## src/hdl/piep_pkg.sv

```systemverilog
// Package for the pickle index entry parser: payload structs, opcodes, codes
// and the command passed from the front classifier to the back executor.
// No dependencies; every module of the block imports it.
package piep_pkg;

    // Number of LONG1 value bytes kept; wider values are truncated and flagged.
    localparam int VALUE_BYTES = 8;
    localparam logic [7:0] VALUE_BYTES_W = 8'(VALUE_BYTES);

    // Depth of the command queue between front and back.
    localparam int CMD_FIFO_DEPTH = 2;
    localparam int CMD_PTR_W = $clog2(CMD_FIFO_DEPTH);
    localparam int CMD_CNT_W = $clog2(CMD_FIFO_DEPTH + 1);

    // Recognized opcodes.
    localparam logic [7:0] OP_BININT        = 8'h4A;
    localparam logic [7:0] OP_LONG1         = 8'h8A;
    localparam logic [7:0] OP_SHORT_UNICODE = 8'h8C;

    // Result kinds.
    localparam logic [1:0] KIND_PATH_START = 2'd0;
    localparam logic [1:0] KIND_PATH_BYTE  = 2'd1;
    localparam logic [1:0] KIND_ENTRY      = 2'd2;

    // Input item.
    typedef struct packed {
        logic [7:0] data_byte;
        logic       last_of_index;
    } in_item_t;

    // Result item.
    typedef struct packed {
        logic [1:0]         kind;
        logic [7:0]         path_length;
        logic [7:0]         path_byte;
        logic signed [63:0] entry_offset;
        logic signed [63:0] entry_size;
        logic               has_path;
        logic               value_truncated;
    } result_t;

    // Action the back part takes for one stream byte.
    typedef enum logic [2:0] {
        CMD_SKIP     = 3'd0,
        CMD_VALUE    = 3'd1,
        CMD_STR_LEN  = 3'd2,
        CMD_STR_BYTE = 3'd3
    } cmd_op_t;

    // Classified byte handed from front to back.
    typedef struct packed {
        cmd_op_t    op;
        logic [7:0] data;
        logic [2:0] shift;       // byte lane of a kept value byte
        logic       keep;        // the byte goes into the accumulator
        logic       done;        // this byte completes the value
        logic       sign_ext;    // LONG1 value: sign extend from kept bytes
        logic [3:0] kept;        // number of bytes kept in a LONG1 value
        logic       wide;        // LONG1 value wider than VALUE_BYTES
        logic       last;        // final byte of the index
    } cmd_t;

endpackage

```

## src/hdl/piep_front.sv

```systemverilog
// Front part of the pickle index entry parser: tracks the opcode framing of
// the byte stream and turns every accepted byte into one command.
// Depends on piep_pkg.
module piep_front
    import piep_pkg::*;
(
    input  logic     clk,
    input  logic     rst_n,
    input  logic     accept,
    input  in_item_t item,
    output cmd_t     cmd
);

    // Framing phase, one-hot.
    typedef enum logic [5:0] {
        PH_IDLE       = 6'b000001,
        PH_BININT     = 6'b000010,
        PH_LONG_WIDTH = 6'b000100,
        PH_LONG_BYTES = 6'b001000,
        PH_STR_LEN    = 6'b010000,
        PH_STR_BYTES  = 6'b100000
    } phase_t;

    phase_t     phase_reg, phase_next;
    logic [7:0] left_reg, left_next;
    logic [7:0] pos_reg, pos_next;
    logic [7:0] pos_inc;
    logic [7:0] b;

    assign b       = item.data_byte;
    assign pos_inc = pos_reg + 8'd1;

    // Classify the byte and advance the framing state.
    always_comb
    begin
        phase_next   = phase_reg;
        left_next    = left_reg;
        pos_next     = pos_reg;
        cmd          = '0;
        cmd.op       = CMD_SKIP;
        cmd.data     = b;
        cmd.last     = item.last_of_index;
        unique case (phase_reg)
            PH_IDLE:
            begin
                if (b == OP_BININT)
                begin
                    phase_next = PH_BININT;
                    left_next  = 8'd4;
                    pos_next   = 8'd0;
                end
                else if (b == OP_LONG1)
                begin
                    phase_next = PH_LONG_WIDTH;
                end
                else if (b == OP_SHORT_UNICODE)
                begin
                    phase_next = PH_STR_LEN;
                end
            end
            PH_BININT:
            begin
                cmd.op    = CMD_VALUE;
                cmd.keep  = 1'b1;
                cmd.shift = {1'b0, pos_reg[1:0]};
                cmd.done  = (left_reg == 8'd1);
                pos_next  = pos_inc;
                left_next = left_reg - 8'd1;
                if (left_reg == 8'd1)
                begin
                    phase_next = PH_IDLE;
                end
            end
            PH_LONG_WIDTH:
            begin
                pos_next  = 8'd0;
                left_next = b;
                if (b == 8'd0)
                begin
                    // Zero-width LONG1 completes with the value zero.
                    cmd.op       = CMD_VALUE;
                    cmd.done     = 1'b1;
                    cmd.sign_ext = 1'b1;
                    phase_next   = PH_IDLE;
                end
                else
                begin
                    phase_next = PH_LONG_BYTES;
                end
            end
            PH_LONG_BYTES:
            begin
                cmd.op       = CMD_VALUE;
                cmd.keep     = (pos_reg < VALUE_BYTES_W);
                cmd.shift    = pos_reg[2:0];
                cmd.done     = (left_reg == 8'd1);
                cmd.sign_ext = 1'b1;
                cmd.kept     = (pos_inc < VALUE_BYTES_W) ? pos_inc[3:0] : VALUE_BYTES_W[3:0];
                cmd.wide     = (pos_inc > VALUE_BYTES_W);
                pos_next     = pos_inc;
                left_next    = left_reg - 8'd1;
                if (left_reg == 8'd1)
                begin
                    phase_next = PH_IDLE;
                end
            end
            PH_STR_LEN:
            begin
                cmd.op     = CMD_STR_LEN;
                left_next  = b;
                phase_next = (b == 8'd0) ? PH_IDLE : PH_STR_BYTES;
            end
            PH_STR_BYTES:
            begin
                cmd.op    = CMD_STR_BYTE;
                left_next = left_reg - 8'd1;
                if (left_reg == 8'd1)
                begin
                    phase_next = PH_IDLE;
                end
            end
            default:
            begin
                phase_next = PH_IDLE;
            end
        endcase
        // The final byte of the index drops any partial opcode.
        if (item.last_of_index)
        begin
            phase_next = PH_IDLE;
            left_next  = 8'd0;
            pos_next   = 8'd0;
        end
    end

    // Framing registers advance only on an accepted byte.
    always_ff @(posedge clk or negedge rst_n)
    begin
        if (!rst_n)
        begin
            phase_reg <= PH_IDLE;
            left_reg  <= 8'd0;
            pos_reg   <= 8'd0;
        end
        else if (accept)
        begin
            phase_reg <= phase_next;
            left_reg  <= left_next;
            pos_reg   <= pos_next;
        end
    end

endmodule

```

## src/hdl/piep_cmd_fifo.sv

```systemverilog
// Short command queue between the front classifier and the back executor.
// Depends on piep_pkg for the command type and depth.
module piep_cmd_fifo
    import piep_pkg::*;
(
    input  logic clk,
    input  logic rst_n,
    input  logic wr_en,
    input  cmd_t wr_cmd,
    output logic full,
    input  logic rd_en,
    output cmd_t rd_cmd,
    output logic nonempty
);

    cmd_t                 cmd_mem_reg [CMD_FIFO_DEPTH];
    logic [CMD_PTR_W-1:0] wr_ptr_reg, wr_ptr_next;
    logic [CMD_PTR_W-1:0] rd_ptr_reg, rd_ptr_next;
    logic [CMD_CNT_W-1:0] count_reg, count_next;

    assign full     = (count_reg == CMD_CNT_W'(CMD_FIFO_DEPTH));
    assign nonempty = (count_reg != '0);
    assign rd_cmd   = cmd_mem_reg[rd_ptr_reg];

    // Pointer and occupancy update.
    always_comb
    begin
        wr_ptr_next = wr_ptr_reg;
        rd_ptr_next = rd_ptr_reg;
        count_next  = count_reg;
        if (wr_en)
        begin
            wr_ptr_next = (wr_ptr_reg == CMD_PTR_W'(CMD_FIFO_DEPTH - 1)) ? '0
                                                                        : wr_ptr_reg + 1'b1;
        end
        if (rd_en)
        begin
            rd_ptr_next = (rd_ptr_reg == CMD_PTR_W'(CMD_FIFO_DEPTH - 1)) ? '0
                                                                        : rd_ptr_reg + 1'b1;
        end
        if (wr_en && !rd_en)
        begin
            count_next = count_reg + 1'b1;
        end
        else if (!wr_en && rd_en)
        begin
            count_next = count_reg - 1'b1;
        end
    end

    always_ff @(posedge clk or negedge rst_n)
    begin
        if (!rst_n)
        begin
            wr_ptr_reg <= '0;
            rd_ptr_reg <= '0;
            count_reg  <= '0;
        end
        else
        begin
            wr_ptr_reg <= wr_ptr_next;
            rd_ptr_reg <= rd_ptr_next;
            count_reg  <= count_next;
        end
    end

    // Command storage.
    always_ff @(posedge clk)
    begin
        if (wr_en)
        begin
            cmd_mem_reg[wr_ptr_reg] <= wr_cmd;
        end
    end

endmodule

```

## src/hdl/piep_back.sv

```systemverilog
// Back part of the pickle index entry parser: assembles values, applies the
// key, pairs offsets with sizes and holds the result register.
// Depends on piep_pkg.
module piep_back
    import piep_pkg::*;
(
    input  logic        clk,
    input  logic        rst_n,
    input  logic [31:0] key,
    input  logic        cmd_valid,
    input  cmd_t        cmd,
    output logic        cmd_take,
    output result_t     result,
    output logic        empty,
    input  logic        pop
);

    logic [63:0] acc_reg, acc_next;
    logic [63:0] held_reg, held_next;
    logic        expect_size_reg, expect_size_next;
    logic        path_seen_reg, path_seen_next;
    logic        wide_reg, wide_next;
    logic        out_valid_reg, out_valid_next;
    result_t     out_reg, out_next;
    logic        emit;
    logic [63:0] merged;
    logic [63:0] extended;
    logic [63:0] keyed;

    // A command runs when the result register is free or being drained.
    assign cmd_take = cmd_valid && (!out_valid_reg || pop);
    assign empty    = !out_valid_reg;
    assign result   = out_reg;

    // Merge the byte into the accumulated value.
    assign merged = acc_reg | (cmd.keep ? (64'(cmd.data) << {cmd.shift, 3'b000}) : 64'd0);

    // Sign extend a LONG1 value from its highest kept byte.
    always_comb
    begin
        extended = merged;
        if (cmd.sign_ext)
        begin
            for (int k = 1; k < 8; k++)
            begin
                if (cmd.kept == 4'(k) && merged[k*8-1])
                begin
                    extended = merged | ({64{1'b1}} << (k * 8));
                end
            end
        end
    end

    assign keyed = extended ^ {32'd0, key};

    // Execute one command.
    always_comb
    begin
        acc_next         = acc_reg;
        held_next        = held_reg;
        expect_size_next = expect_size_reg;
        path_seen_next   = path_seen_reg;
        wide_next        = wide_reg;
        emit             = 1'b0;
        out_next         = '0;
        if (cmd_take)
        begin
            unique case (cmd.op)
                CMD_VALUE:
                begin
                    if (!cmd.done)
                    begin
                        acc_next = merged;
                    end
                    else
                    begin
                        acc_next = 64'd0;
                        if (!expect_size_reg)
                        begin
                            held_next        = keyed;
                            wide_next        = cmd.wide;
                            expect_size_next = 1'b1;
                        end
                        else
                        begin
                            emit                     = 1'b1;
                            out_next.kind            = KIND_ENTRY;
                            out_next.entry_offset    = held_reg;
                            out_next.entry_size      = keyed;
                            out_next.has_path        = path_seen_reg;
                            out_next.value_truncated = wide_reg || cmd.wide;
                            expect_size_next         = 1'b0;
                            wide_next                = 1'b0;
                        end
                    end
                end
                CMD_STR_LEN:
                begin
                    emit                 = 1'b1;
                    out_next.kind        = KIND_PATH_START;
                    out_next.path_length = cmd.data;
                    path_seen_next       = 1'b1;
                    expect_size_next     = 1'b0;
                    wide_next            = 1'b0;
                end
                CMD_STR_BYTE:
                begin
                    emit               = 1'b1;
                    out_next.kind      = KIND_PATH_BYTE;
                    out_next.path_byte = cmd.data;
                end
                default:
                begin
                    // Skipped bytes, opcodes and nonzero LONG1 widths leave values alone.
                end
            endcase
            // End of the index returns the pairing state to reset.
            if (cmd.last)
            begin
                acc_next         = 64'd0;
                held_next        = 64'd0;
                expect_size_next = 1'b0;
                path_seen_next   = 1'b0;
                wide_next        = 1'b0;
            end
        end
    end

    // Result register occupancy.
    always_comb
    begin
        out_valid_next = out_valid_reg;
        if (emit)
        begin
            out_valid_next = 1'b1;
        end
        else if (pop)
        begin
            out_valid_next = 1'b0;
        end
    end

    always_ff @(posedge clk or negedge rst_n)
    begin
        if (!rst_n)
        begin
            acc_reg         <= 64'd0;
            held_reg        <= 64'd0;
            expect_size_reg <= 1'b0;
            path_seen_reg   <= 1'b0;
            wide_reg        <= 1'b0;
            out_valid_reg   <= 1'b0;
        end
        else
        begin
            acc_reg         <= acc_next;
            held_reg        <= held_next;
            expect_size_reg <= expect_size_next;
            path_seen_reg   <= path_seen_next;
            wide_reg        <= wide_next;
            out_valid_reg   <= out_valid_next;
        end
    end

    // Result payload.
    always_ff @(posedge clk)
    begin
        if (emit)
        begin
            out_reg <= out_next;
        end
    end

endmodule

```

## src/hdl/pickle_index_entry_parser_core.sv

```systemverilog
// Top level of the pickle index entry parser: key register, front classifier,
// command queue and back executor. Depends on piep_pkg and the piep_ modules.
//
// Usage: index bytes enter through a queue-style port. A byte transaction
// completes on a rising edge with push high and full low. Results leave through
// a queue-style port: the oldest result is on result while empty is low and is
// taken on a rising edge with pop high. The 32-bit key is written over the
// cfg_valid/cfg_ready channel (cfg_ready is always high) while the block idles.
// Each byte is classified in the cycle it is accepted and enters a two-entry
// command queue; the back part executes one command per cycle, while its single
// result register is free or being popped. A byte that causes a result reaches
// the result port through the command queue and the result register.
// Throughput is one byte per cycle while results are popped as they appear;
// the result register sets the rate and frees in the cycle it is popped.
// When the receiver stalls, the result register holds, the back part waits,
// the command queue fills and full rises after at most two more bytes.
// Reset clears the key to zero, empties the queue and result register, and
// returns the parser to awaiting an opcode with no held offset or path.
module pickle_index_entry_parser_core
    import piep_pkg::*;
(
    input  logic        clk,
    input  logic        rst_n,
    input  logic        push,
    output logic        full,
    input  in_item_t    stream_item,
    output logic        empty,
    input  logic        pop,
    output result_t     result,
    input  logic        cfg_valid,
    output logic        cfg_ready,
    input  logic [31:0] cfg_data
);

    logic [31:0] key_reg;
    logic        accept;
    cmd_t        front_cmd;
    cmd_t        queued_cmd;
    logic        queue_nonempty;
    logic        cmd_take;

    assign cfg_ready = 1'b1;
    assign accept    = push && !full;

    // Key register.
    always_ff @(posedge clk or negedge rst_n)
    begin
        if (!rst_n)
        begin
            key_reg <= 32'd0;
        end
        else if (cfg_valid && cfg_ready)
        begin
            key_reg <= cfg_data;
        end
    end

    piep_front u_front (
        .clk    (clk),
        .rst_n  (rst_n),
        .accept (accept),
        .item   (stream_item),
        .cmd    (front_cmd)
    );

    piep_cmd_fifo u_cmd_fifo (
        .clk      (clk),
        .rst_n    (rst_n),
        .wr_en    (accept),
        .wr_cmd   (front_cmd),
        .full     (full),
        .rd_en    (cmd_take),
        .rd_cmd   (queued_cmd),
        .nonempty (queue_nonempty)
    );

    piep_back u_back (
        .clk       (clk),
        .rst_n     (rst_n),
        .key       (key_reg),
        .cmd_valid (queue_nonempty),
        .cmd       (queued_cmd),
        .cmd_take  (cmd_take),
        .result    (result),
        .empty     (empty),
        .pop       (pop)
    );

endmodule

```

## config.mk

```make
export PLATFORM = sky130hd
export DESIGN_NAME = pickle_index_entry_parser_core
export DESIGN_NICKNAME = d
export VERILOG_FILES = /design/src/hdl/piep_pkg.sv /design/src/hdl/piep_front.sv /design/src/hdl/piep_cmd_fifo.sv /design/src/hdl/piep_back.sv /design/src/hdl/pickle_index_entry_parser_core.sv
export SDC_FILE = /design/constraint.sdc
export NUM_CORES = 1
export LEC_CHECK = 0
export ABC_CLOCK_PERIOD_IN_PS = 5700
export BUFFER_PORTS_ARGS = -buffer_cell sky130_fd_sc_hd__buf_4
export CORE_MARGIN = 2
export CORE_UTILIZATION = 52
export DETAILED_ROUTE_END_ITERATION = 7
export PLACE_DENSITY = 0.75
export SLEW_MARGIN = 30
export SYNTH_ARGS = -nofsm -noshare
export SYNTH_HDL_FRONTEND = slang
export SYNTH_SLANG_ARGS = --single-unit
```

## constraint.sdc

```tcl
create_clock -name clk -period 5.7 [get_ports clk]
set_clock_uncertainty 0.15 [all_clocks]
set_input_delay 0.855 -clock clk [delete_from_list [all_inputs] [get_ports clk]]
set_output_delay 0.855 -clock clk [all_outputs]
set_load 0.02 [all_outputs]
```

==> flow_summary.ini, run 1 <==
[run_status]
status = completed

[pwr]
seq_power_share_pct = 41.9
combPwrFrac_pct = 33.0
vdd_drop_max_mv = 0.325
p_sw_share_pct = 35.9
powerDensity_nw_per_um2 = 517
switchingPower_mw = 3.55
internal-power_mw = 6.35
pwr-share-clk_pct = 25.1
leakage_nw = 7.88

[setup_path]
worstSetupStartpointType = register
critical_path.max_stage_delay_ns = 0.87
crit_required_ns = 5.80
cpMaxStageDelayCell = dfrtp_1
r2r-end = u_back.result[37]$_SDFFCE_PN0P_
ff2ff_setup_slack_ns = 1.83
timing_worst_setup_path_type = register to register
rr_worst_depth = 8
cp_common_cell = nor2_1
path_cells = buf_4 > inv_1 > o32ai_2 > nand2_1 > o2111ai_2 > nor2_1 > a211oi_1 > nor2_1
crit_start = u_cmd_fifo.rd_ptr_reg$_DFFE_PN0P_
cp_max_fo = 35
reg2reg_from = u_cmd_fifo.rd_ptr_reg$_DFFE_PN0P_
crit_path_end_kind = register
critPathArrivalTime_ns = 3.97

[synth]
synth_top_area_cell = edfxtp_1
ys_seq_area_share_pct = 65.4
synthTopCellsByArea = edfxtp_1, dfrtp_1, a21oi_1, nor2_1, mux2_2
synth_xor_area_share_pct = 2.56
avgSynthCellArea_um2 = 12.1
ys_types = 78
synth_edf_count = 192
synth_async_sr_flop_share_pct = 49.7
yosysWarnings = 0
synth_simple_gate_area_share_pct = 13.3
synth_top_family_by_area = simple AND/OR/NAND/NOR gates
ys.flop_type = edfxtp_1
syn_nets = 1382
synth.top_cell.area_share_pct = 35.8
synthAdderAreaFrac_pct = 0.389
ys_ff_latch = 382
synth-compound-area-share_pct = 11.6
synth_cells = 1331
synthMuxAreaShare_pct = 4.17
synthesis.area_um2 = 16100

[clocking]
cts_tree = built
numCtsBuffers = 39
cts_setup_buffers = 0
cts_sinks = 382
ctsResizeCount = 0
worst_skew_pair.late_latency_ns = 0.53
cts_hold_buf = 0
cts_root_buffer = clkbuf_16
clockBufferDepth = 3
clk_transition_reported_paths_ns = 0.06
htreeDepth = 2

[timing]
hold_viol_final = 0
whs_ns = 0.252
finalWorstSetupSlack_ns = 1.83
setup_tns_ns = 0
worst_pin_slew_ns = 0.929
setup_viol = 0
rsz0062_at_grt = false
slew_headroom_pct = 38.0
period_share_pct = 67.9
period_needed_ns = 3.87
fmax_mhz = 258
maxSlewViolCount = 0

[die]
die_w_um = 180
start_util_pct = 52.7
rows = 64
io-pin-count = 197
dieArea_um2 = 32400
coreArea_um2 = 30500
die_y_um = 180

[global_route]
grt_first_pass_wirelength_mm = 59.3
grt_max_degree = 103
antenna_found_initial = 0
grt.total_usage_pct = 22.8
first_global_vias = 10700
gr-total-overflow = 0

[layout]
post_route_cells_drive_above_1_share_pct = 22.6
final_common_cell = buf_4
antenna_cells = 0
area_growth_pct = 19.2
largest_reg_flops = 148
nFillCells = 2314
mostFrequentLayoutCells = buf_4, edfxtp_1, dfrtp_1, nor2_1, nand2_1
final_nets = 1566

[detailed_routing]
vias = 10900
firstDrtPassIters = 8
ant_nets = 0
drt_iter0_drc = 795
routed_wl_mm = 37.0
routedWlPerCell_um = 19.1
drc = 0
post_drt_via_cell_ratio = 5.61

[placement]
gp_congestion = 0.922
post-dp-hpwl_mm = 24.9
dp_slack_ns = 1.90
portBuffers = 195

[hold_path]
hold_class = input pin to asynchronous set/reset pin

[run]
max_cap_violations = 0
-- synthesized netlist by cell type, drive strengths merged (2+ instances only) --
cell type    n
a211oi      21
a21o         3
a21oi      127
a22oi        8
a31oi        4
a32o         2
and2        70
and3         5
and3b        2
buf         23
clkbuf      43
dfrtp      189
edfxtp     192
ha           5
inv         21
mux2        48
mux2i       13
nand2      122
nand2b      12
nand3        8
nand3b       3
nand4        5
nand4b       3
nor2       153
nor2b       11
nor3        18
nor3b        5
nor4         5
o21a         4
o21ai      101
o221a        2
o221ai       2
o22ai        2
o31ai       17
o41ai        3
or3          5
or3b         3
or4          5
xnor2       24
xor2        23
-- through the flow --
step           instances  area (um^2)  power (mW)  utilization, %
3_5_place_dp        1868        17900        7.43            58.5
2_1_floorplan       1331        16100        6.18               -
5_1_grt             1942        19200        10.3            62.8
6_report            1942        19200        9.90            62.8
4_1_cts             1940        19100        9.92            62.7
3_3_place_gp        1867        17800        7.34            58.5
-- cells by family after synthesis --
kind of cell | count (synthesis)
other | 1
xor gates and xnor gates | 47
muxes | 61
and+or+nand+nor | 440
AOI/OAI and AO/OA | 308
DFF | 382
adders and majority gates | 5
buffers and inverters | 87
-- power by group through the flow --
| stage | Combinational (mW) | Clock [mW] | Sequential, mW |
|---|---|---|---|
| 2_1_floorplan | 1.52 | 0 | 4.67 |
| 3_3_place_gp | 3.14 | 0 | 4.20 |
| 3_5_place_dp | 3.23 | 0 | 4.20 |
| 4_1_cts | 3.24 | 2.53 | 4.15 |
| 5_1_grt | 3.48 | 2.64 | 4.22 |
| 6_report | 3.27 | 2.49 | 4.15 |
-- final cells by class --
type | count | area (um^2) | share of cell area (%)
sequential | 382 | 10500 | 54.9
multi-input combinational | 862 | 5190 | 27.1
timing repair buffer | 209 | 1620 | 8.46
clock buffer | 58 | 1120 | 5.84
tap | 396 | 495 | 2.58
clock inverter | 14 | 145 | 0.757
inverter | 21 | 78.8 | 0.411
-- worst max path at each step --
stage / endpoint / slack, ns / depth (start not counted)
finish: u_back.result[37]$_SDFFCE_PN0P_ / 1.83 / 8
global route: u_back.result[37]$_SDFFCE_PN0P_ / 1.56 / 8
CTS: u_back.result[37]$_SDFFCE_PN0P_ / 1.90 / 8
detailed placement: u_back.result[37]$_SDFFCE_PN0P_ / 1.90 / 8
global placement: u_back.result[113]$_SDFFCE_PN0P_ / 2.03 / 8
floorplan: u_back.result[0]$_SDFFCE_PN0P_ / 1.28 / 7
-- critical path: cells and delay by family (launching register included) --
kind / cells / cell delay, ns
and+or+nand+nor: 3 / 0.53
buffers and inverters: 2 / 0.64
DFF: 1 / 0.87
AOI/OAI and AO/OA: 3 / 1.39
-- routing by layer --
| layer | part of all wire, % | routed length (um) | track usage [%] |
|---|---|---|---|
| met5 | 0 | 0 | 0 |
| met4 | 1.8 | 665 | 5.27 |
| met3 | 5.5 | 2030 | 3.69 |
| met2 | 49 | 18300 | 38.1 |
| met1 | 43 | 16000 | 31.7 |
No activity file was read; power rests on OpenSTA's default activity.
==> run 2, diff against run 1 <==
--- a/config.mk
+++ b/config.mk
@@ -5,12 +5,13 @@
 export SDC_FILE = /design/constraint.sdc
 export NUM_CORES = 1
 export LEC_CHECK = 0
-export ABC_CLOCK_PERIOD_IN_PS = 5700
+export ABC_AREA = 1
+export ABC_CLOCK_PERIOD_IN_PS = 3600
 export BUFFER_PORTS_ARGS = -buffer_cell sky130_fd_sc_hd__buf_4
 export CORE_MARGIN = 2
-export CORE_UTILIZATION = 52
+export CORE_UTILIZATION = 59
 export DETAILED_ROUTE_END_ITERATION = 7
-export PLACE_DENSITY = 0.75
+export PLACE_DENSITY = 0.8
 export SLEW_MARGIN = 30
 export SYNTH_ARGS = -nofsm -noshare
 export SYNTH_HDL_FRONTEND = slang
==> constraint.sdc (replaced) <==
create_clock -name clk -period 3.6 [get_ports clk]
set_clock_uncertainty 0.15 [all_clocks]
set_input_delay 0.54 -clock clk [delete_from_list [all_inputs] [get_ports clk]]
set_output_delay 0.54 -clock clk [all_outputs]
set_load 0.02 [all_outputs]
==> run 2 against run 1 <==
Against the previous run: via count up 14%; setup slack worse by 1.4 ns; final area up 4.5%; count of clock-buffer cells in the layout down 13; sequential cell count unchanged; critical endpoint is now u_back.result[14]$_SDFFCE_PN0P_.
==> flow_summary.ini, run 2 <==
[run_status]
status = completed

[clocking]
cts_hold_buf = 1
worst_skew_pair.late_latency_ns = 0.52
clk_transition_reported_paths_ns = 0.06
cts_setup_buffers = 0
numCtsBuffers = 39
htreeDepth = 2
cts_root_buffer = clkbuf_16
cts_sinks = 382
ctsResizeCount = 0
cts_tree = built
clockBufferDepth = 3

[placement]
gp_congestion = 0.901
portBuffers = 195
dpl_cell_area_um2 = 18800
post-dp-hpwl_mm = 25.9

[synth]
synth-compound-area-share_pct = 10.1
synth_edf_count = 192
avgSynthCellArea_um2 = 9.77
ys.flop_type = edfxtp_1
ys_ff_latch = 382
synth_cells = 1744
synth_simple_gate_area_share_pct = 16.7
synthTopCellsByArea = edfxtp_1, dfrtp_1, inv_1, nand2_1, nor2_1
synthAdderAreaFrac_pct = 0.367
synthMuxAreaShare_pct = 0.242
synth_top_family_by_area = simple AND/OR/NAND/NOR gates
ys_types = 54
synth.top_cell.area_share_pct = 33.8
synth_top_area_cell = edfxtp_1
syn_nets = 1795
yosysMostFrequentCell = inv_1
yosysWarnings = 0
synth_xor_area_share_pct = 1.39
synthesis.area_um2 = 17000
synth_async_sr_flop_share_pct = 49.7
ys_seq_area_share_pct = 61.7
synthTopCellsByCount = inv_1, nand2_1, nor2_1

[global_route]
first_global_vias = 12000
gr-total-overflow = 0
grt_first_pass_wirelength_mm = 62.1
antenna_found_initial = 0
grt_max_degree = 123
grt.total_usage_pct = 25.8

[layout]
final_nets = 1983
antenna_cells = 0
final_common_cell = inv_1
nFillCells = 2086
fin_area_um2 = 20000
largest_reg_flops = 148
mostFrequentLayoutCells = inv_1, nand2_1, nor2_1, buf_4, edfxtp_1
area_growth_pct = 17.5
post_route_cells_drive_above_1_share_pct = 19.1
fin_util_pct = 70.2

[pwr]
powerDensity_nw_per_um2 = 792
leakage_nw = 9.69
p_total_mw = 15.9
vdd_drop_max_mv = 0.755

[setup_path]
rr_worst_depth = 12
cpMaxStageDelayCell = dfrtp_1
critical_path.max_stage_delay_ns = 0.69
reg2reg_from = u_cmd_fifo.rd_ptr_reg$_DFFE_PN0P_
crit_required_ns = 3.72
ff2ff_setup_slack_ns = 0.43
cp_common_cell = nand2_2
path_cells = buf_4 > nand2_1 > nand2_2 > nand2_1 > nor2_2 > nand2_2 > nand2_2 > nand2_2 > inv_1 > a21oi_1 > xor2_1 > and2_1
r2r-end = u_back.result[14]$_SDFFCE_PN0P_
cp_max_fo = 16
timing_worst_setup_path_type = register to register
crit_path_end_kind = register
critPathArrivalTime_ns = 3.30
worstSetupStartpointType = register

[hold_path]
worstHoldStart = stream_item[5]
hold_class = input pin to register
hold_path_end = u_cmd_fifo.cmd_mem_reg[0][16]$_DFFE_PP_
min_delay_path_depth = 1

[detailed_routing]
drt_iter0_drc = 1305
ant_nets = 0
vias = 12400
firstDrtPassIters = 8
routed_wl_mm = 38.7
routedWlPerCell_um = 16.5
drc = 0
post_drt_via_cell_ratio = 5.29

[die]
io-pin-count = 197
start_util_pct = 59.7
coreArea_um2 = 28500
dieArea_um2 = 30300
die_w_um = 174
die_y_um = 174
rows = 62

[timing]
worst_pin_slew_ns = 0.752
maxSlewViolCount = 0
setup_viol = 0
fmax_mhz = 315
slew_headroom_pct = 49.9
hold_viol_final = 0
period_share_pct = 88.2
rsz0062_at_grt = false
period_needed_ns = 3.17

[run]
max_cap_violations = 0
[run 2: through the flow]
step / setup slack, ns / TNS [ns] / std cells / hold slack (ns)
floorplan: -0.227 / -33.78 / 1744 / 0.0944
global placement: 0.469 / 0 / 2274 / 0.313
detailed placement: 0.344 / 0 / 2274 / 0.316
CTS: 0.254 / 0 / 2345 / 0.0531
global route: 0.150 / 0 / 2345 / 0.0619
finish: 0.426 / 0 / 2345 / 0.0671
[run 2: critical path: cells and delay by family, from the launching register on]
family          cells  cell delay (ns)
flops               1             0.69
simple gates        8             1.10
xor+xnor            1             0.19
compound gates      1             0.17
buf+inv             2             0.61
[run 2: routing by layer]
layer / vias to the layer above / track usage (%) / part of all wire (%)
met5: - / 0 / 0
met4: 0 / 8.79 / 2.8
met3: 80 / 3.92 / 6.6
met2: 462 / 42.0 / 48
met1: 5906 / 36.0 / 42
li1: 5947 / - / -
[run 2: layout make-up]
type | instances | area (um^2) | share of cell area, %
tap | 384 | 480 | 2.40
clock buffer | 45 | 1030 | 5.13
multi-input combinational | 970 | 4950 | 24.7
sequential | 382 | 10500 | 52.5
clock inverter | 25 | 150 | 0.750
timing repair buffer | 216 | 1680 | 8.39
inverter | 323 | 1220 | 6.10
[run 2: how the worst max path moves through the flow]
stage	cells past startpoint	start	endpoint
floorplan	4	pop	u_back.result[0]$_SDFFCE_PN0P_
global placement	6	u_cmd_fifo.rd_ptr_reg$_DFFE_PN0P_	u_back.held_reg[33]$_DFFE_PN0P_
detailed placement	6	u_cmd_fifo.rd_ptr_reg$_DFFE_PN0P_	u_back.held_reg[32]$_DFFE_PN0P_
CTS	6	u_cmd_fifo.rd_ptr_reg$_DFFE_PN0P_	u_back.held_reg[43]$_DFFE_PN0P_
global route	12	u_cmd_fifo.rd_ptr_reg$_DFFE_PN0P_	u_back.result[25]$_SDFFCE_PN0P_
finish	12	u_cmd_fifo.rd_ptr_reg$_DFFE_PN0P_	u_back.result[14]$_SDFFCE_PN0P_
[run 2: kinds of logic after synthesis]
logic type	Yosys count
buffers and inverters	392
muxes	4
other	1
DFF	382
and+or+nand+nor	632
adders and majority gates	5
AOI/OAI and AO/OA	301
xor gates and xnor gates	27
[run 2: where the power goes]
part | total [mW] | leakage [nW] | switching (mW) | internal (mW)
registers | 6.40 | 4.42 | 0.428 | 5.97
clock network | 3.73 | 0.592 | 1.62 | 2.12
logic | 5.73 | 4.68 | 3.99 | 1.74
total | 15.9 | 9.69 | 6.03 | 9.82
